File: src/rtl/btr_pkg.sv
// Shared types, codes and helpers for the bitmap text renderer.
// Used by every module of the block but btr_ram; depends on nothing else.

package btr_pkg;

   // Command codes of the request word.
   typedef enum logic [1:0] {
      CMD_LOAD   = 2'd0,
      CMD_CURSOR = 2'd1,
      CMD_DRAW   = 2'd2
   } cmd_type;

   // Configuration register indexes.
   typedef enum logic [2:0] {
      CSR_SCALE_X       = 3'd0,
      CSR_SCALE_Y       = 3'd1,
      CSR_FG_COLOR      = 3'd2,
      CSR_BG_COLOR      = 3'd3,
      CSR_SCREEN_WIDTH  = 3'd4,
      CSR_SCREEN_HEIGHT = 3'd5
   } csr_index_type;

   // Kind of work queued for the drawing engine.
   typedef enum logic {
      JOB_LOAD = 1'b0,
      JOB_DRAW = 1'b1
   } job_kind_type;

   // Back engine sequencer states.
   typedef enum logic [1:0] {
      BK_IDLE   = 2'd0,
      BK_DOT    = 2'd1,
      BK_SPACER = 2'd2,
      BK_FINISH = 2'd3
   } back_state_type;

   localparam logic [7:0] CHAR_NEWLINE    = 8'd10;
   localparam logic [7:0] CHAR_RETURN     = 8'd13;
   localparam logic [7:0] HIGH_CODE_START = 8'd176;
   localparam logic [2:0] LAST_COLUMN     = 3'd4;   // five glyph columns
   localparam logic [2:0] LAST_ROW        = 3'd7;   // eight glyph rows

   localparam int QUEUE_DEPTH = 4;

   // Configuration after range limiting.
   typedef struct packed {
      logic [3:0]  sx;
      logic [3:0]  sy;
      logic [15:0] fg;
      logic [15:0] bg;
      logic [10:0] scr_w;
      logic [10:0] scr_h;
   } cfg_type;

   // One queued job between front and back.
   typedef struct packed {
      job_kind_type       kind;
      logic [10:0]        addr;
      logic [7:0]         data;
      logic signed [15:0] x;
      logic signed [15:0] y;
      logic [7:0]         code;
   } job_type;

   typedef struct packed {
      logic full;
      logic empty;
   } queue_status_type;

   // Width of one character cell: six times the horizontal scale.
   function automatic logic [5:0] cell_width(input logic [3:0] sx);
      cell_width = {sx, 2'b00} + {1'b0, sx, 1'b0};
   endfunction

   // Height of one text line: eight times the vertical scale.
   function automatic logic [6:0] line_height(input logic [3:0] sy);
      line_height = {sy, 3'b000};
   endfunction

endpackage

File: src/rtl/btr_queue.sv
// Short job queue between the command front end and the drawing engine.
// Depends on btr_pkg for the job type and queue depth.

module btr_queue (
   input  logic                      clock,
   input  logic                      reset,
   input  logic                      push,
   input  btr_pkg::job_type          push_job,
   input  logic                      pop,
   output btr_pkg::job_type          head,
   output btr_pkg::queue_status_type status
);

   localparam int PW = $clog2(btr_pkg::QUEUE_DEPTH);
   localparam int CW = $clog2(btr_pkg::QUEUE_DEPTH + 1);

   btr_pkg::job_type entry_ff [btr_pkg::QUEUE_DEPTH];
   logic [PW-1:0] wr_ptr_ff, wr_ptr_in;
   logic [PW-1:0] rd_ptr_ff, rd_ptr_in;
   logic [CW-1:0] count_ff, count_in;

   always_comb begin
      wr_ptr_in = push ? wr_ptr_ff + PW'(1) : wr_ptr_ff;
      rd_ptr_in = pop ? rd_ptr_ff + PW'(1) : rd_ptr_ff;
      count_in  = count_ff;
      if (push && !pop) begin
         count_in = count_ff + CW'(1);
      end else if (pop && !push) begin
         count_in = count_ff - CW'(1);
      end
   end

   always_ff @(posedge clock) begin
      if (reset) begin
         wr_ptr_ff <= '0;
         rd_ptr_ff <= '0;
         count_ff  <= '0;
      end else begin
         wr_ptr_ff <= wr_ptr_in;
         rd_ptr_ff <= rd_ptr_in;
         count_ff  <= count_in;
      end
   end

   always_ff @(posedge clock) begin
      if (push) begin
         entry_ff[wr_ptr_ff] <= push_job;
      end
   end

   assign head         = entry_ff[rd_ptr_ff];
   assign status.full  = (count_ff == CW'(btr_pkg::QUEUE_DEPTH));
   assign status.empty = (count_ff == '0);

endmodule

File: config.mk
export PLATFORM = sky130hd
export DESIGN_NAME = btr_queue
export DESIGN_NICKNAME = d
export VERILOG_FILES = /design/src/rtl/btr_pkg.sv /design/src/rtl/btr_queue.sv
export SDC_FILE = /design/constraint.sdc
export NUM_CORES = 1
export LEC_CHECK = 0
export BUFFER_PORTS_ARGS = -buffer_cell sky130_fd_sc_hd__buf_2
export CAP_MARGIN = 20
export CORE_MARGIN = 5
export CORE_UTILIZATION = 37
export CTS_CLUSTER_SIZE = 14
export DETAILED_ROUTE_END_ITERATION = 8
export SLEW_MARGIN = 20
export SYNTH_ARGS = -nofsm -noshare
export SYNTH_HDL_FRONTEND = slang
export SYNTH_SLANG_ARGS = --single-unit
File: constraint.sdc
create_clock -name clock -period 5.9 [get_ports clock]
set_input_delay 0.295 -clock clock [delete_from_list [all_inputs] [get_ports clock]]
set_output_delay 0.295 -clock clock [all_outputs]
set_load 0.005 [all_outputs]
Word level (Yosys, flattened, before mapping)
Memory sizes are Yosys's and may differ from the RTL's. A register that Yosys moved wholly into a read port is not among the register bits.
Index checks and enable logic that the tools add are counted.
{ "word_totals": {"register_bits": 7, "ramBits": 240, "inputBits": 64, "out_inout_bits": 62, "elab_cells": 21, "mem_count": 1} }
{ "memory_table": {"columns": ["memory", "words", "width", "read_ports", "rd_ports_with_merged_regs", "wr", "line_no", "text"], "rows": [
  ["entry_ff", 4, 60, 1, 1, 1, "btr_queue.sv:17", "btr_pkg::job_type entry_ff [btr_pkg::QUEUE_DEPTH];"]
]} }
{ "op_classes": {"addsub": 4, "eq_ne": 1, "mux": 6, "n_reduce_logical": 6} }
{ "ops": {"columns": ["cell", "count"], "rows": [
  ["$mux W3", 2],
  ["$add A2 B1 Y2 const B", 2],
  ["$mux W2", 2],
  ["$add A3 B1 Y3 const B", 1],
  ["$eq A3 B3 Y1 const B", 1],
  ["$logic_not A3 Y1", 1],
  ["$sub A3 B1 Y3 const B", 1],
  ["$logic_and A1 B1 Y1", 2],
  ["$logic_not A1 Y1", 2],
  ["$mux W1", 2],
  ["$reduce_bool A2 Y1", 1]
]} }

Depth between registers and ports, before layout
{ "logic_depth": {"depth_word": 4, "ltp_mapped": 7, "depth_no_buf": 7} }

Least setup slack after synthesis
No wires, ideal clock.
{ "synth_path": {"path_type": "register to register", "from": "reg wr_ptr_ff[0]", "to": "mem entry_ff[2][0] in the netlist's numbering (enable)", "setup_ps": 424, "t_arrival_ps": 1958, "required_ps": 5476, "setup_slack_ps": 3518, "stages_incl_launch_ff": 4, "path_buffers": 0, "period_less_slack_ps": 2382, "cell_sequence": "dfxtp_1 > inv_1 > ha_1 > and2_1"} }
{ "synth_lines": {"columns": ["element", "line_no", "text"], "rows": [
  ["start, declared", "btr_queue.sv:18", "logic [PW-1:0] wr_ptr_ff, wr_ptr_in;"],
  ["start signal, assigned", "btr_queue.sv:39", "wr_ptr_ff <= wr_ptr_in;"],
  ["end, declared", "btr_queue.sv:17", null]
]} }
No word-level cell before the write port.

==> qor.txt <==
wire per inst -> 18.60 um
clock root cell -> clkbuf_16
Post-Synthesis Cells -> 358
PwrDens -> 348.5 mW/mm2
outcome -> complete, no violations
TNS Setup -> 0 ps
die height -> 167.3 um
post-layout instance area -> 0.01148 mm2
CP Data Required Time -> 5610 ps
Resize count post-CTS -> 0
fraction of layout cells with a size suffix above 1 -> 39.17%
DIE AREA -> 0.02798 mm2
H-tree depth -> 1
Final HPWL DP -> 9352 um
Num CTS Buffers -> 26
Int Power -> 3183 uW
global route overflow -> 0
Synth Cell Area -> 0.009153 mm2
worst skew pair latency -> 510 ps
WP data arrival -> 2720 ps
top-area cell type share of the netlist area -> 78.74%
Crit Path Max Fanout -> 32
unrepaired setup endpoints after global routing -> no
area of the core -> 0.02432 mm2
setup violators final -> 0
row count -> 57
Synth cell types -> 22
# IOs -> 126
final hold vios -> 0
final slew viol count -> 0
CP Cell Sequence -> buf_4 > mux4_2 > buf_2
die width -> 167.3 um
area grow syn2layout -> 25.45%
WS Path Type -> flip-flop to output pin
Fmax -> 331.9 MHz
port buffer count -> 125
Tmin final -> 3013 ps
total power -> 4001 uW
Synth Net Count -> 428
total number of yosys warnings -> 0
Worst Hold Depth -> 2
clock skew -> 7.775 ps
Clk pwr share -> 39.4%
Worst Hold Class -> input pin to flip-flop
Setup Fix Bufs, Post-CTS -> 0
top cells by area, synth -> edfxtp_1, mux4_2, dfxtp_1
vias per cell -> 4.801
area leader, netlist -> edfxtp_1
CTS tree -> built
Switching Share -> 20.44%
r2r worst-path depth -> 2
DRC viols -> 0
starting density of the core -> 37.63%
# clock sinks -> 249
Hold-fix buffers, CTS -> 60
Top delay family on crit path -> buffers and inverters
DRT antenna net count -> 0
RD Place Congestion -> 0.6815
Seq pwr share -> 52.0%
max incr delay on CP -> 720 ps
vias after detailed routing -> 4,326
fill count -> 2,038
Reg-to-Reg Start -> wr_ptr_ff[0]
Hold Startpoint -> reset
number of global-route vias before repair -> 4,743
RR Endpoint -> entry_ff[3][30]
drt initial violations -> 193
diodes inserted -> 0
largest net degree at the start of global routing -> 61
MaxCap Viol Count -> 0
Worst R2R Setup Slack -> 4090 ps
number of antenna violations at the first check in global routing -> 1
clock slew at reported path FFs -> 60 ps
crit path launch type -> flip-flop
number of detailed-route iterations in the first pass -> 4
Slew headroom -> 33.93%
crit path buf inv count -> 2
Final Cycle Share -> 51.06%
flops & latches, synth -> 249
Worst path slowest cell -> dfxtp_4
syn avg cell area -> 25.57 um2
Crit. End Element -> output pin
Logic pwr share -> 8.7%
Total GRT Usage -> 11.90%
leak pwr -> 0.003897 uW
Psw -> 817.7 uW
worst-case clock buffer depth -> 3
final WL -> 16,760 um
post-synthesis sequential area ratio -> 80.71%
Least-Margin Pin Slew -> 991.0 ps
Placement Cell Area -> 0.01004 mm2
global-route wire length before repair -> 26,500 um
Worst VDD drop -> 0.2196 mV
fin nets -> 627
## stage by stage
stage / utilization [%] / cells / setup slack, ps / hold slack (ps)
after global placement: 41.28 / 793 / 3287 / 480.7
after floorplan: - / 358 / 3518 / 393.9
after CTS: 47.21 / 901 / 2709 / 48.25
after detailed placement: 41.28 / 793 / 3274 / 511.0
final: 47.21 / 901 / 2887 / 75.34
after global routing: 47.21 / 901 / 2589 / 76.51
## routing by layer
metal  routed length, um  share of wire [%]  track usage, %  vias up
met5                  13              0.078               0        -
met4                 381                2.3           2.788        2
met3                 868                5.2           2.947       29
met2                8501                 51           20.31      113
met1                6995                 42           15.51     2263
li1                    -                  -               -     1919
## layout make-up
| cell class | count | area (um2) | area share, % |
|---|---|---|---|
| tap | 324 | 405.4 | 3.531 |
| clock buffer | 32 | 694.4 | 6.048 |
| timing repair buffer | 186 | 1234 | 10.74 |
| clock inverter | 16 | 147.6 | 1.286 |
| inverter | 4 | 15.01 | 0.1308 |
| sequential | 249 | 7395 | 64.40 |
| multi-input combinational | 90 | 1592 | 13.86 |
## flip-flops by register name (all words and copies together) (netlist names), named ones only
| name | cells |
|---|---|
| wr_ptr_ff | 2 |
| count_ff | 3 |
| rd_ptr_ff | 2 |
| entry_ff | 240 |
## power groups by stage
stage	sequential (uW)	combinational, uW	clock [uW]
CTS	2080	358	1620
global placement	2110	317	0
global route	2090	379	1690
finish	2080	346	1580
detailed placement	2120	324	0
floorplan	2090	214	0
## kinds of logic after synthesis
| logic type | after synthesis | share of synthesized area (%) |
|---|---|---|
| xor gates and xnor gates | 5 | 0.4786 |
| AOI/OAI and AO/OA | 2 | 0.1093 |
| DFF | 249 | 80.71 |
| muxes | 62 | 14.98 |
| and+or+nand+nor | 15 | 0.8066 |
| adders and majority gates | 6 | 0.9023 |
| buffers and inverters | 19 | 2.009 |
## cell usage after synthesis, drive strengths merged
master and n:
edfxtp 240, mux4 60, buf 14, dfxtp 9, nor2 7, ha 5, and2 4, inv 4
xor2 3, mux2i 2, xnor2 2, a21oi 1, clkbuf 1, fa 1, nand2 1, nor3 1
nor3b 1, o21ai 1, or3 1
## worst max path at each step
stage,endpoint,depth (start not counted),startpoint
after floorplan,entry_ff[2][0],3,wr_ptr_ff[0]
after detailed placement,head[23],3,flip-flop
after global placement,head[23],3,flip-flop
after global routing,head[23],3,flip-flop
after CTS,head[23],3,flip-flop
final,head[38],3,flip-flop
## cell usage in the layout, fill, tap and decap left out, types with 2 or more instances in the layout
cell type,netlist,final
dlygate4sd3_1,0,60
and2_4,0,4
xor2_1,3,3
clkinv_1,0,9
clkbuf_16,0,27
dfxtp_4,0,2
edfxtp_1,240,240
clkbuf_1,1,5
buf_2,6,125
mux4_2,60,60
nor2_1,7,7
xnor2_1,2,2
clkinv_2,0,3
inv_1,4,4
dfxtp_1,9,7
bufinv_16,0,3
ha_1,5,5
mux2i_1,2,2
Power figures use the tool's default switching activity.
