File: src/rtl/btr_pkg.sv
// Shared types, codes and helpers for the bitmap text renderer.
// Used by every module of the block but btr_ram; depends on nothing else.

package btr_pkg;

   // Command codes of the request word.
   typedef enum logic [1:0] {
      CMD_LOAD   = 2'd0,
      CMD_CURSOR = 2'd1,
      CMD_DRAW   = 2'd2
   } cmd_type;

   // Configuration register indexes.
   typedef enum logic [2:0] {
      CSR_SCALE_X       = 3'd0,
      CSR_SCALE_Y       = 3'd1,
      CSR_FG_COLOR      = 3'd2,
      CSR_BG_COLOR      = 3'd3,
      CSR_SCREEN_WIDTH  = 3'd4,
      CSR_SCREEN_HEIGHT = 3'd5
   } csr_index_type;

   // Kind of work queued for the drawing engine.
   typedef enum logic {
      JOB_LOAD = 1'b0,
      JOB_DRAW = 1'b1
   } job_kind_type;

   // Back engine sequencer states.
   typedef enum logic [1:0] {
      BK_IDLE   = 2'd0,
      BK_DOT    = 2'd1,
      BK_SPACER = 2'd2,
      BK_FINISH = 2'd3
   } back_state_type;

   localparam logic [7:0] CHAR_NEWLINE    = 8'd10;
   localparam logic [7:0] CHAR_RETURN     = 8'd13;
   localparam logic [7:0] HIGH_CODE_START = 8'd176;
   localparam logic [2:0] LAST_COLUMN     = 3'd4;   // five glyph columns
   localparam logic [2:0] LAST_ROW        = 3'd7;   // eight glyph rows

   localparam int QUEUE_DEPTH = 4;

   // Configuration after range limiting.
   typedef struct packed {
      logic [3:0]  sx;
      logic [3:0]  sy;
      logic [15:0] fg;
      logic [15:0] bg;
      logic [10:0] scr_w;
      logic [10:0] scr_h;
   } cfg_type;

   // One queued job between front and back.
   typedef struct packed {
      job_kind_type       kind;
      logic [10:0]        addr;
      logic [7:0]         data;
      logic signed [15:0] x;
      logic signed [15:0] y;
      logic [7:0]         code;
   } job_type;

   typedef struct packed {
      logic full;
      logic empty;
   } queue_status_type;

   // Width of one character cell: six times the horizontal scale.
   function automatic logic [5:0] cell_width(input logic [3:0] sx);
      cell_width = {sx, 2'b00} + {1'b0, sx, 1'b0};
   endfunction

   // Height of one text line: eight times the vertical scale.
   function automatic logic [6:0] line_height(input logic [3:0] sy);
      line_height = {sy, 3'b000};
   endfunction

endpackage

File: src/rtl/btr_front.sv
// Command front end: decodes request words, keeps the text cursor and
// queues glyph loads and draw jobs. Depends on btr_pkg.

module btr_front (
   input  logic                      clock,
   input  logic                      reset,
   input  btr_pkg::cfg_type          cfg,
   input  logic                      req_valid,
   output logic                      req_ready,
   input  logic [1:0]                req_command,
   input  logic [7:0]                req_char_code,
   input  logic [10:0]               req_glyph_addr,
   input  logic [7:0]                req_glyph_byte,
   input  logic signed [15:0]        req_new_cursor_x,
   input  logic signed [15:0]        req_new_cursor_y,
   output logic                      push,
   output btr_pkg::job_type          push_job,
   input  btr_pkg::queue_status_type q_status
);

   logic [15:0] col_ff, col_in;
   logic [15:0] row_ff, row_in;

   logic               accept;
   logic signed [17:0] col_wide;
   logic signed [17:0] cell_w;
   logic signed [17:0] scr_w;
   logic [15:0]        line_h;
   logic               wrap;
   logic [15:0]        draw_x;
   logic [15:0]        draw_y;
   logic [7:0]         glyph_code;

   assign req_ready = !q_status.full;
   assign accept    = req_valid && req_ready;

   assign col_wide   = {{2{col_ff[15]}}, col_ff};
   assign cell_w     = {12'd0, btr_pkg::cell_width(cfg.sx)};
   assign scr_w      = {7'd0, cfg.scr_w};
   assign line_h     = {9'd0, btr_pkg::line_height(cfg.sy)};
   assign wrap       = (col_wide + cell_w) > scr_w;
   assign draw_x     = wrap ? 16'd0 : col_ff;
   assign draw_y     = wrap ? row_ff + line_h : row_ff;
   // Codes from the high range skip one glyph, wrapping within a byte.
   assign glyph_code = (req_char_code >= btr_pkg::HIGH_CODE_START) ?
                       req_char_code + 8'd1 : req_char_code;

   always_comb begin
      col_in        = col_ff;
      row_in        = row_ff;
      push          = 1'b0;
      push_job.kind = btr_pkg::JOB_LOAD;
      push_job.addr = req_glyph_addr;
      push_job.data = req_glyph_byte;
      push_job.x    = draw_x;
      push_job.y    = draw_y;
      push_job.code = glyph_code;
      if (accept) begin
         case (req_command)
            btr_pkg::CMD_LOAD: begin
               push = 1'b1;
            end
            btr_pkg::CMD_CURSOR: begin
               col_in = req_new_cursor_x;
               row_in = req_new_cursor_y;
            end
            btr_pkg::CMD_DRAW: begin
               if (req_char_code == btr_pkg::CHAR_NEWLINE) begin
                  col_in = 16'd0;
                  row_in = row_ff + line_h;
               end else if (req_char_code != btr_pkg::CHAR_RETURN) begin
                  push          = 1'b1;
                  push_job.kind = btr_pkg::JOB_DRAW;
                  col_in        = draw_x + cell_w[15:0];
                  row_in        = draw_y;
               end
            end
            default: begin
            end
         endcase
      end
   end

   always_ff @(posedge clock) begin
      if (reset) begin
         col_ff <= '0;
         row_ff <= '0;
      end else begin
         col_ff <= col_in;
         row_ff <= row_in;
      end
   end

endmodule

File: config.mk
export PLATFORM = sky130hd
export DESIGN_NAME = btr_front
export DESIGN_NICKNAME = d
export VERILOG_FILES = /design/src/rtl/btr_pkg.sv /design/src/rtl/btr_front.sv
export SDC_FILE = /design/constraint.sdc
export NUM_CORES = 1
export LEC_CHECK = 0
export BUFFER_PORTS_ARGS = -buffer_cell sky130_fd_sc_hd__clkbuf_2
export CAP_MARGIN = 20
export CORE_ASPECT_RATIO = 1.2
export CORE_MARGIN = 8
export CORE_UTILIZATION = 42
export DETAILED_ROUTE_END_ITERATION = 6
export HOLD_SLACK_MARGIN = 0.05
export MAX_ROUTING_LAYER = met4
export PLACE_DENSITY = 0.82
export SLEW_MARGIN = 30
export SYNTH_ARGS = -nofsm -noshare
export SYNTH_HDL_FRONTEND = slang
export SYNTH_SLANG_ARGS = --single-unit
File: constraint.sdc
create_clock -name clock -period 6.6 [get_ports clock]
set_input_delay 1.32 -clock clock [delete_from_list [all_inputs] [get_ports clock]]
set_output_delay 1.32 -clock clock [all_outputs]
set_load 0.005 [all_outputs]
# Word-level counts from Yosys, hierarchy flattened

Cells that the tools add are included.

Flip-flop bits (word level): 32
Input port bits: 128
Output and inout bits: 62
Logic and storage cells: 34

$add $sub $neg: 5
Order comparisons: 2
Equality and inequality tests: 5
Muxes and demuxes: 15
Reduce and logical (&&, ||, !) cells: 5

Operator list:

| cell                                                                  | count |
|---|---|
| 16-bit two-way mux                                                    | 6 |
| 16-bit case mux with 2 select lines                                   | 2 |
| 16-bit by 7-bit adder with 17-bit output                              | 1 |
| 17-bit by 12-bit greater-than comparator with 1-bit output            | 1 |
| 16-bit by 6-bit adder with 16-bit output                              | 1 |
| 16-bit by 7-bit adder with 16-bit output                              | 1 |
| 8-bit by 1-bit adder with 8-bit output, second input constant         | 1 |
| 8-bit by 4-bit equality test with 1-bit output, second input constant | 1 |
| 8-bit greater-or-equal comparator, second input constant              | 1 |
| 8-bit two-way mux                                                     | 1 |
| 8-bit by 4-bit != test with 1-bit output, second input constant       | 1 |
| 6-bit by 5-bit adder with 6-bit output                                | 1 |
| 1-bit two-way mux                                                     | 5 |
| 3-bit != test, second input constant                                  | 1 |
| 3-bit AND reduction                                                   | 1 |
| 2-bit by 1-bit equality test with 1-bit output, second input constant | 1 |
| 2-bit equality test, second input constant                            | 1 |
| 2-bit zero test                                                       | 1 |
| 1-bit case mux with 2 select lines                                    | 1 |
| 2-bit nonzero test                                                    | 1 |
| 1-bit logical AND                                                     | 1 |
| 1-bit zero test                                                       | 1 |

# Depth between registers and ports, before layout

Gate-level depths: netlist of run 1.

Depth in word-level cells: 8
Depth in mapped cells: 30
Gate-level depth less buffers: 27

# Least setup slack after synthesis of run 1

No wires, ideal clock.

Path type: input port to flip-flop
From: in cfg[58] (netlist name)
To: reg col_ff[13]
Library setup time: 74 ps
Arrival: 7093 ps
Required time: 6526 ps
Setup slack: -567 ps
Stages on the path: 29
Path buffers: 3
Cells stage by stage: ha_1 -> inv_1 -> fa_1 -> xnor2_1 -> ha_1 -> o211ai_1 -> o21ai_1 -> nand3_1 -> xnor2_1 -> ha_1 -> a211oi_1 -> o21ai_1 -> a2111oi_0 -> nor4_1 -> or4_1 -> and3_1 -> clkbuf_1 -> buf_2 -> clkbuf_1 -> nor2b_1 -> ha_1 -> a21o_1 -> a21oi_1 -> nor2b_1 -> o21ai_0 -> nor2_1 -> xnor2_1 -> or3_1 -> a31oi_1

RTL lines:

| element              | line            | RTL |
|---|---|---|
| start, declared      | btr_front.sv:7  | `input btr_pkg::cfg_type cfg,` |
| end signal, assigned | btr_front.sv:89 | `col_ff <= col_in;` |
| end, declared        | btr_front.sv:21 | `logic [15:0] col_ff, col_in;` |

==> out/metrics.cfg, run 1 <==
[cts]
ctsHoldBuffers = 0
cts_tree = done
cts-root-buf = clkbuf_8
numCtsBuffers = 5
clock-sinks = 32
cts_buffer_depth = 2
htreeDepth = 2
clkTransAtPathRegs_ns = 0.06
worstSkewPairLatency_ns = 0.29

[worst_setup_path]
max_stage_delay_ns = 0.51
r2r_end = col_ff[13]
endpoint_kind = output port
critPathArrivalTime_ns = 5.46
worst_ep_required_time_ns = 5.28
r2r_setup_slack_ns = 1.21
cp-start-kind = primary input
r2r-start = col_ff[1]
worstPathCellList = clkbuf_16, ha_4, a21o_1, a21oi_2, xnor2_2, ha_1, buf_4, a21oi_1, o22ai_2, buf_4, xor2_1, ha_1, o21ai_1, o21ai_2, a2111oi_4, nor4_2, or4b_4, and3_4, buf_12, mux2_2, clkbuf_2
slowest_stage = or4b_4
r2r_cells = 25
crit_type = primary input to output port
path_max_fanout = 6

[place]
routabilityCongestion = 0.831
place_area_um2 = 4370
port-buffer-count = 107
dpl.hpwl_um = 8630

[floorplanning]
num_rows = 37
die_x_um = 101
die_area_um2 = 11900
ios = 190
die_y_um = 118
core_area_um2 = 8470
initial_core_util_pct = 42.8

[route]
first_pass_iters = 5
wire_per_inst_um = 17.0
drc = 0
drtIter0Drc = 222
via_count = 4058
totalWireLength_um = 12200
viasPerCell = 5.65
ant_nets = 0

[sta]
final_max_slew_viol_count = 0
worst_slew_pin_slew_ns = 0.742
max_clock_freq_mhz = 147
hold_viol_final = 0
setup_tns_ns = -2.88
setup_viol = 33
relSlewSlack_pct = 50.3
rsz0062_at_grt = true
final.min_clock_period_ns = 6.78
skew_ns = 0.0102
post-route-period-util_pct = 103
post-route-worst-setup-slack_ns = -0.181

[yosys]
synth_top_area_share_pct = 17.7
synthDistinctLibCells = 53
synth_area_um2 = 3630
async_reset_ff_share_pct = 0
seq_area_frac_synth_pct = 17.7
yosys-top-cells-area = dfxtp_1, ha_1, xnor2_1, nand2_1, buf_4
synth_largest_area_cell = dfxtp_1
ys_ff_latch = 32
avgSynthCellArea_um2 = 7.34
ys_warn_count = 0
ys.flop_type = dfxtp_1
synthCells = 494
synth_fp_nets = 659
synth-edff-count = 0

[finish]
drive_gt1_share_pct = 34.9
stdcell_area_um2 = 4870
final_common_cell = clkbuf_2
antenna_cells = 0
fillerInstances = 739
nets = 765
syn_to_final_growth_pct = 34.4
layout_common_cells = clkbuf_2, nand2_1, buf_4, nor2_1, dfxtp_1

[global_routing]
grt_pass1_vias = 4256
grt_max_degree = 35
antenna_found_initial = 0
grt_usage_pct = 20.0
grt_pass1_wl_um = 19300
overflow = 0

[status]
violations = negative setup slack
status = complete, but fails checks

[worst_hold_path]
min_path_type = register to register
min_from = row_ff[0]
hold_depth = 2
holdPathEnd = row_ff[0]

[power_and_ir_drop]
p_leak_nw = 2.28
power_density_nw_per_um2 = 153
peakVddDrop_uv = 102

[run]
maxCapViolCount = 0

==> layer usage <==
| metal | vias up | GRT usage [%] | share of wire, % |
|---|---|---|---|
| met2 | 150 | 34.6 | 52 |
| met5 | - | - | 0 |
| met3 | 26 | 3.49 | 5.1 |
| li1 | 1939 | - | - |
| met4 | 0 | 7.11 | 2.6 |
| met1 | 1943 | 22.1 | 41 |
==> worst max path at each step <==
stage             from            to  slack, ns  cells past startpoint
2_1_floorplan  cfg[59]    col_ff[13]       0.03                     29
3_3_place_gp   cfg[59]  push_job[14]      -0.38                     20
5_1_grt        cfg[59]  push_job[13]      -0.38                     21
4_1_cts        cfg[59]  push_job[18]      -0.07                     21
3_5_place_dp   cfg[59]    col_ff[11]      -0.42                     28
6_report       cfg[59]  push_job[14]      -0.18                     21
==> cell usage after synthesis, drive strengths merged, types with 2 or more instances <==
cell type / number
a21o: 10
buf: 28
nor3: 11
a31oi: 10
nand2: 53
a41oi: 5
o211ai: 2
o2bb2ai: 2
and4: 2
mux2: 4
clkbuf: 24
nand3: 32
o21ai: 14
or3: 8
ha: 33
nand2b: 3
nor2b: 19
a311o: 3
and3: 12
a211oi: 9
nand4: 5
xor2: 9
o31a: 2
and2: 7
nor2: 34
dfxtp: 32
nor4: 7
mux2i: 6
inv: 29
o21a: 2
a221oi: 4
o22ai: 2
xnor2: 27
fa: 4
or4: 3
o21bai: 2
a21oi: 22
o221a: 3
==> report_power, final <==
group / total [mW] / switching (mW) / internal, mW
clock: 0.209 / 0.0758 / 0.133
combinational: 0.323 / 0.162 / 0.161
sequential: 0.216 / 0.0141 / 0.202
==> registers in the layout, indices dropped and copies added (netlist names) <==
| name | cells |
|---|---|
| col_ff | 16 |
| row_ff | 16 |
==> final cells by class <==
cell class                      count  area [µm²]  share of cell area (%)
Clock buffer                        7        96.3                    1.98
Inverter                           29         109                    2.23
Clock inverter                      1        30.0                   0.616
Timing Repair Buffer              151         967                    19.8
Sequential cell                    32         641                    13.1
Tap cell                          117         146                    3.00
Multi-Input combinational cell    381        2890                    59.2
==> kinds of logic (layout without fill, tap and decap cells) <==
group | after synthesis | in the layout | synth area share, %
AO/OA/AOI/OAI | 99 | 99 | 18.9
XOR/XNOR | 36 | 36 | 8.70
adder cells (fa/ha/maj) | 37 | 37 | 13.6
buffers and inverters | 81 | 188 | 10.9
flip-flops | 32 | 32 | 17.7
multiplexers | 10 | 10 | 2.90
AND/OR/NAND/NOR | 199 | 199 | 27.4
==> through the flow <==
stage | utilization [%] | total power [mW] | instances | setup WS (ns) | hold WS (ns)
final | 57.5 | 0.748 | 718 | -0.181 | 0.466
after floorplan | - | 0.387 | 494 | 0.0326 | 0.437
after global routing | 57.5 | 0.790 | 718 | -0.381 | 0.491
after detailed placement | 51.6 | 0.479 | 698 | -0.419 | 0.457
after CTS | 55.3 | 0.726 | 711 | -0.0715 | 0.467
after global placement | 51.6 | 0.468 | 698 | -0.375 | 0.443
==> critical path, delay by kind of cell <==
family / cells / cell delay (ns)
mux: 1 / 0.29
xor+xnor: 2 / 0.31
buf+inv: 5 / 0.72
compound gates: 7 / 1.18
fa+ha+maj: 3 / 0.81
simple gates: 3 / 0.83
==> what timing repair did <==
item                       in CTS  in global routing
cloned                          2                  0
setup endpoints to repair      39                 39
setup buffers                   3                  7
gates resized for setup        21                 47
pin swaps                       3                  9
(Power assumes the default switching activity.)
==> run 2, diff against run 1 <==
--- a/config.mk
+++ b/config.mk
@@ -9,11 +9,12 @@
 export CAP_MARGIN = 20
 export CORE_ASPECT_RATIO = 1.2
 export CORE_MARGIN = 8
-export CORE_UTILIZATION = 42
+export CORE_UTILIZATION = 43
+export CTS_BUF_LIST = sky130_fd_sc_hd__clkbuf_2
 export DETAILED_ROUTE_END_ITERATION = 6
 export HOLD_SLACK_MARGIN = 0.05
 export MAX_ROUTING_LAYER = met4
-export PLACE_DENSITY = 0.82
+export PLACE_DENSITY = 0.84
 export SLEW_MARGIN = 30
 export SYNTH_ARGS = -nofsm -noshare
 export SYNTH_HDL_FRONTEND = slang
==> run 2 against run 1 <==
Net effect: via count up 1.2%; non-clock buffer count rose by 10; highest routed layer unchanged; worst setup slack improved by 0.037 ns; the flow still finishes with violations (negative setup slack); clock skew increased by 0.018 ns; critical endpoint unchanged.
==> out/metrics.cfg, run 2 (synthesis gave the netlist of run 1 again) <==
[place]
port-buffer-count = 107
dpl.hpwl_um = 8700
routabilityCongestion = 0.847

[route]
ant_nets = 0
viasPerCell = 5.67
wire_per_inst_um = 16.7
via_count = 4106
drc = 0
drtIter0Drc = 228
totalWireLength_um = 12100
first_pass_iters = 5

[worst_hold_path]
min_from = row_ff[0]
min_path_type = register to register

[sta]
worst_slew_pin_slew_ns = 0.651
setup_tns_ns = -2.66
relSlewSlack_pct = 56.5
post-route-period-util_pct = 102
hold_slack_ns = 0.469
max_clock_freq_mhz = 148
final_max_slew_viol_count = 0
post-route-worst-setup-slack_ns = -0.144
setup_viol = 32
hold_viol_final = 0
skew_ns = 0.0279
final.min_clock_period_ns = 6.74
rsz0062_at_grt = true

[worst_setup_path]
crit_type = primary input to output port
endpoint_kind = output port
critPathArrivalTime_ns = 5.42
path_max_fanout = 5
worstPathCellList = clkbuf_16, ha_4, a21o_1, a21oi_2, xnor2_2, ha_4, o211ai_1, o21ai_2, nand3_1, xnor2_1, ha_1, a211oi_2, o21ai_2, buf_4, nor2b_4, nor4_2, or4_1, and3_4, buf_12, mux2_4, clkbuf_2
cp-start-kind = primary input
slowest_stage = or4_1
r2r-start = col_ff[1]
worst_ep_required_time_ns = 5.28
startpoint = cfg[59]
max_stage_delay_ns = 0.51

[floorplanning]
die_x_um = 99.8
initial_core_util_pct = 44.5
die_area_um2 = 11600
die_y_um = 117
num_rows = 36
ios = 190
core_area_um2 = 8150

[finish]
ff_latch_area_um2 = 641
fin_util_pct = 60.1
top_regs = col_ff (16), row_ff (16)
antenna_cells = 0
syn_to_final_growth_pct = 35.2
layout_common_cells = clkbuf_2, nand2_1, buf_4, dfxtp_1, nand3_1
fillerInstances = 738
final_common_cell = clkbuf_2
multiInputGateArea_um2 = 2900
nets = 775
drive_gt1_share_pct = 36.2

[power_and_ir_drop]
power_density_nw_per_um2 = 134
p_leak_nw = 2.24
power_mw = 0.658
peakVddDrop_uv = 83.9

[status]
status = complete, but fails checks
violations = negative setup slack

[global_routing]
grt_usage_pct = 19.8
grt_max_degree = 35
overflow = 0
grt_pass1_wl_um = 18600
grt_pass1_vias = 4090
antenna_found_initial = 0

[cts]
clock-sinks = 32
worstSkewPairLatency_ns = 0.38
cts_tree = done
htreeDepth = 2
cts_buffer_depth = 2
numCtsBuffers = 5
clkTransAtPathRegs_ns = 0.15
ctsHoldBuffers = 0
cts-root-buf = clkbuf_2

[run]
maxCapViolCount = 0

run 2: cell count changes in the layout (fill, tap and decap cells not counted), sizes merged:
cell	previous run	this run
buf	60	67
bufinv	1	0
clkbuf	98	100
clkinv	0	1
run 2: cell type report:
| class | instances | share of cell area (%) |
|---|---|---|
| inverter | 29 | 2.22 |
| timing repair buffer | 161 | 21.9 |
| clock buffer | 6 | 0.612 |
| sequential | 32 | 13.1 |
| clock inverter | 1 | 0.102 |
| tap | 114 | 2.91 |
| multi-input combinational | 381 | 59.2 |
run 2: path summary, 6_finish.rpt:
kind,to,slack (ns),cells past startpoint
setup / recovery,push_job[14],-0.14,21
hold / removal,row_ff[0],0.47,2
setup reg to reg,col_ff[9],1.10,27
hold reg to reg,row_ff[0],0.47,2
run 2: power by group:
| group | switching [mW] | total [mW] | leakage (nW) | internal [mW] |
|---|---|---|---|---|
| combinational | 0.168 | 0.345 | 1.95 | 0.177 |
| sequential | 0.0140 | 0.216 | 0.260 | 0.202 |
| clock | 0.0713 | 0.0966 | 0.0288 | 0.0253 |
| total | 0.253 | 0.658 | 2.24 | 0.405 |
run 2: metal layers:
metal / wire (µm) / part of all wire [%] / track usage, %
met5: 0 / 0 / -
met1: 4840 / 40 / 22.4
met4: 252 / 2.1 / 5.46
met3: 711 / 5.9 / 3.16
met2: 6260 / 52 / 35.3
run 2: through the flow:
stage          worst slack, ns  cell area [µm²]  cells
5_1_grt                 -0.322             4900    724
2_1_floorplan           0.0326             3750    494
4_1_cts                 -0.213             4700    715
3_3_place_gp            -0.430             4390    698
3_5_place_dp            -0.568             4400    699
6_report                -0.144             4900    724
run 2: critical path, delay by kind of cell:
kind            cells  cell delay (ns)
xor+xnor            2             0.36
mux                 1             0.31
simple gates        5             1.01
buf+inv             4             0.56
compound gates      6             1.04
fa+ha+maj           3             0.82
run 2: timing repair:
item | in CTS | in global routing
pin swaps | 34 | 32
gates cloned | 1 | 0
setup buffers | 9 | 9
setup endpoints to repair | 39 | 39
gates resized for setup | 41 | 43
==> run 3, diff against run 2 <==
--- a/config.mk
+++ b/config.mk
@@ -15,6 +15,7 @@
 export HOLD_SLACK_MARGIN = 0.05
 export MAX_ROUTING_LAYER = met4
 export PLACE_DENSITY = 0.84
+export RECOVER_POWER = 25
 export SLEW_MARGIN = 30
 export SYNTH_ARGS = -nofsm -noshare
 export SYNTH_HDL_FRONTEND = slang
==> run 3 against run 2 <==
Net effect: the flow still finishes with violations (negative setup slack); critical endpoint unchanged; count of clock-buffer cells in the layout stayed put; maximum frequency hardly changed; global-route usage stayed put; critical path type unchanged; worst hold slack hardly changed; final cell count stayed put; power is 0.19% lower; register-to-register slack hardly changed.
==> out/metrics.cfg, run 3 (synthesis gave the netlist of run 1 again) <==
[status]
status = complete, but fails checks
violations = negative setup slack

[power_and_ir_drop]
p_leak_nw = 2.23
power_density_nw_per_um2 = 134
power_mw = 0.656
peakVddDrop_uv = 82.6

[cts]
cts_tree = done
cts-root-buf = clkbuf_2
htreeDepth = 2
ctsHoldBuffers = 0
worstSkewPairLatency_ns = 0.38
clkTransAtPathRegs_ns = 0.15
numCtsBuffers = 5
clock-sinks = 32
cts_buffer_depth = 2

[worst_setup_path]
r2r_setup_slack_ns = 1.11
r2r_cells = 27
endpoint_kind = output port
r2r-start = col_ff[1]
worst_ep_required_time_ns = 5.28
max_stage_delay_ns = 0.51
crit_type = primary input to output port
worstPathCellList = clkbuf_16, ha_4, a21o_1, a21oi_2, xnor2_2, ha_4, o211ai_1, o21ai_2, nand3_1, xnor2_1, ha_1, a211oi_2, o21ai_2, buf_4, nor2b_4, nor4_2, or4_1, and3_4, buf_12, mux2_4, clkbuf_2
slowest_stage = or4_1
cp-start-kind = primary input
path_max_fanout = 5
critPathArrivalTime_ns = 5.42
r2r_end = col_ff[9]

[global_routing]
met3_usage_pct = 3.16
overflow = 0
use_met1_pct = 22.4
grt_busiest_layer = met2
grt_max_degree = 35
antenna_found_initial = 0
grt_pass1_wl_um = 18600
grt_usage_pct = 19.8
grt_pass1_vias = 4090
grtUsageMet2_pct = 35.3

[sta]
setup_viol = 33
hold_viol_final = 0
relSlewSlack_pct = 56.5
post-route-period-util_pct = 102
skew_ns = 0.0244
final.min_clock_period_ns = 6.74
rsz0062_at_grt = true
post-route-worst-setup-slack_ns = -0.141
final_max_slew_viol_count = 0
max_clock_freq_mhz = 148
worst_slew_pin_slew_ns = 0.651
setup_tns_ns = -2.62

[finish]
final_common_cell = clkbuf_2
syn_to_final_growth_pct = 35.1
antenna_cells = 0
fillerInstances = 741
drive_gt1_share_pct = 35.7
nets = 775
top_regs = col_ff (16), row_ff (16)
stdcell_count = 724
layout_common_cells = clkbuf_2, nand2_1, buf_4, dfxtp_1, nand3_1
stdcell_area_um2 = 4900

[route]
via_count = 4128
viasPerCell = 5.70
ant_nets = 0
wire_per_inst_um = 16.7
totalWireLength_um = 12100
first_pass_iters = 5
drtIter0Drc = 230
drc = 0

[floorplanning]
initial_core_util_pct = 44.5
die_x_um = 99.8
die_area_um2 = 11600
core_area_um2 = 8150
die_y_um = 117
num_rows = 36
ios = 190

[place]
place_inst = 699
dp_slack_ns = -0.568
place_area_um2 = 4400
port-buffer-count = 107
dpl.hpwl_um = 8700
routabilityCongestion = 0.847

[worst_hold_path]
hold_depth = 2
holdPathEnd = row_ff[0]
min_from = row_ff[0]
min_path_type = register to register

[run]
maxCapViolCount = 0

run 3: worst max-delay path by stage:
stage	start	end	slack (ns)
finish	cfg[59]	push_job[14]	-0.14
global route	cfg[59]	col_ff[11]	-0.32
CTS	cfg[59]	push_job[35]	-0.21
detailed placement	cfg[59]	col_ff[13]	-0.57
global placement	cfg[59]	push_job[29]	-0.43
floorplan	cfg[59]	col_ff[13]	0.03
run 3: layout make-up:
type | count | area [µm²] | share of cell area, %
Sequential cell | 32 | 641 | 13.1
Timing Repair Buffer | 161 | 1070 | 21.8
Clock buffer | 6 | 30.0 | 0.613
Inverter | 29 | 109 | 2.22
Multi-Input combinational cell | 381 | 2900 | 59.2
Tap cell | 114 | 143 | 2.91
Clock inverter | 1 | 5.00 | 0.102
run 3: per-layer routing:
layer	wire, µm	part of all wire, %
met1	4840	40
met2	6250	52
met3	713	5.9
met4	256	2.1
met5	0	0
run 3: stage by stage:
| stage | util, % | hold slack (ns) |
|---|---|---|
| 3_3_place_gp | 53.8 | 0.443 |
| 3_5_place_dp | 54.0 | 0.449 |
| 2_1_floorplan | - | 0.437 |
| 5_1_grt | 60.1 | 0.481 |
| 6_report | 60.1 | 0.469 |
| 4_1_cts | 57.6 | 0.469 |
run 3: where the power goes:
group,switching [mW],internal (mW)
combinational,0.168,0.177
sequential,0.0139,0.202
clock,0.0702,0.0253
total,0.252,0.405
run 3: what timing repair did:
action,CTS,global route
endpoints found under the setup margin,39,39
gates resized for setup,41,43
setup buffers,9,9
gates cloned,1,0
pin swaps,34,32
run 3: worst max-delay path, delay by kind of cell:
family,cells,cell delay (ns)
AOI/OAI and AO/OA,6,1.04
and+or+nand+nor,5,1.01
adders and majority gates,3,0.82
buffers and inverters,4,0.56
xor gates and xnor gates,2,0.36
muxes,1,0.31
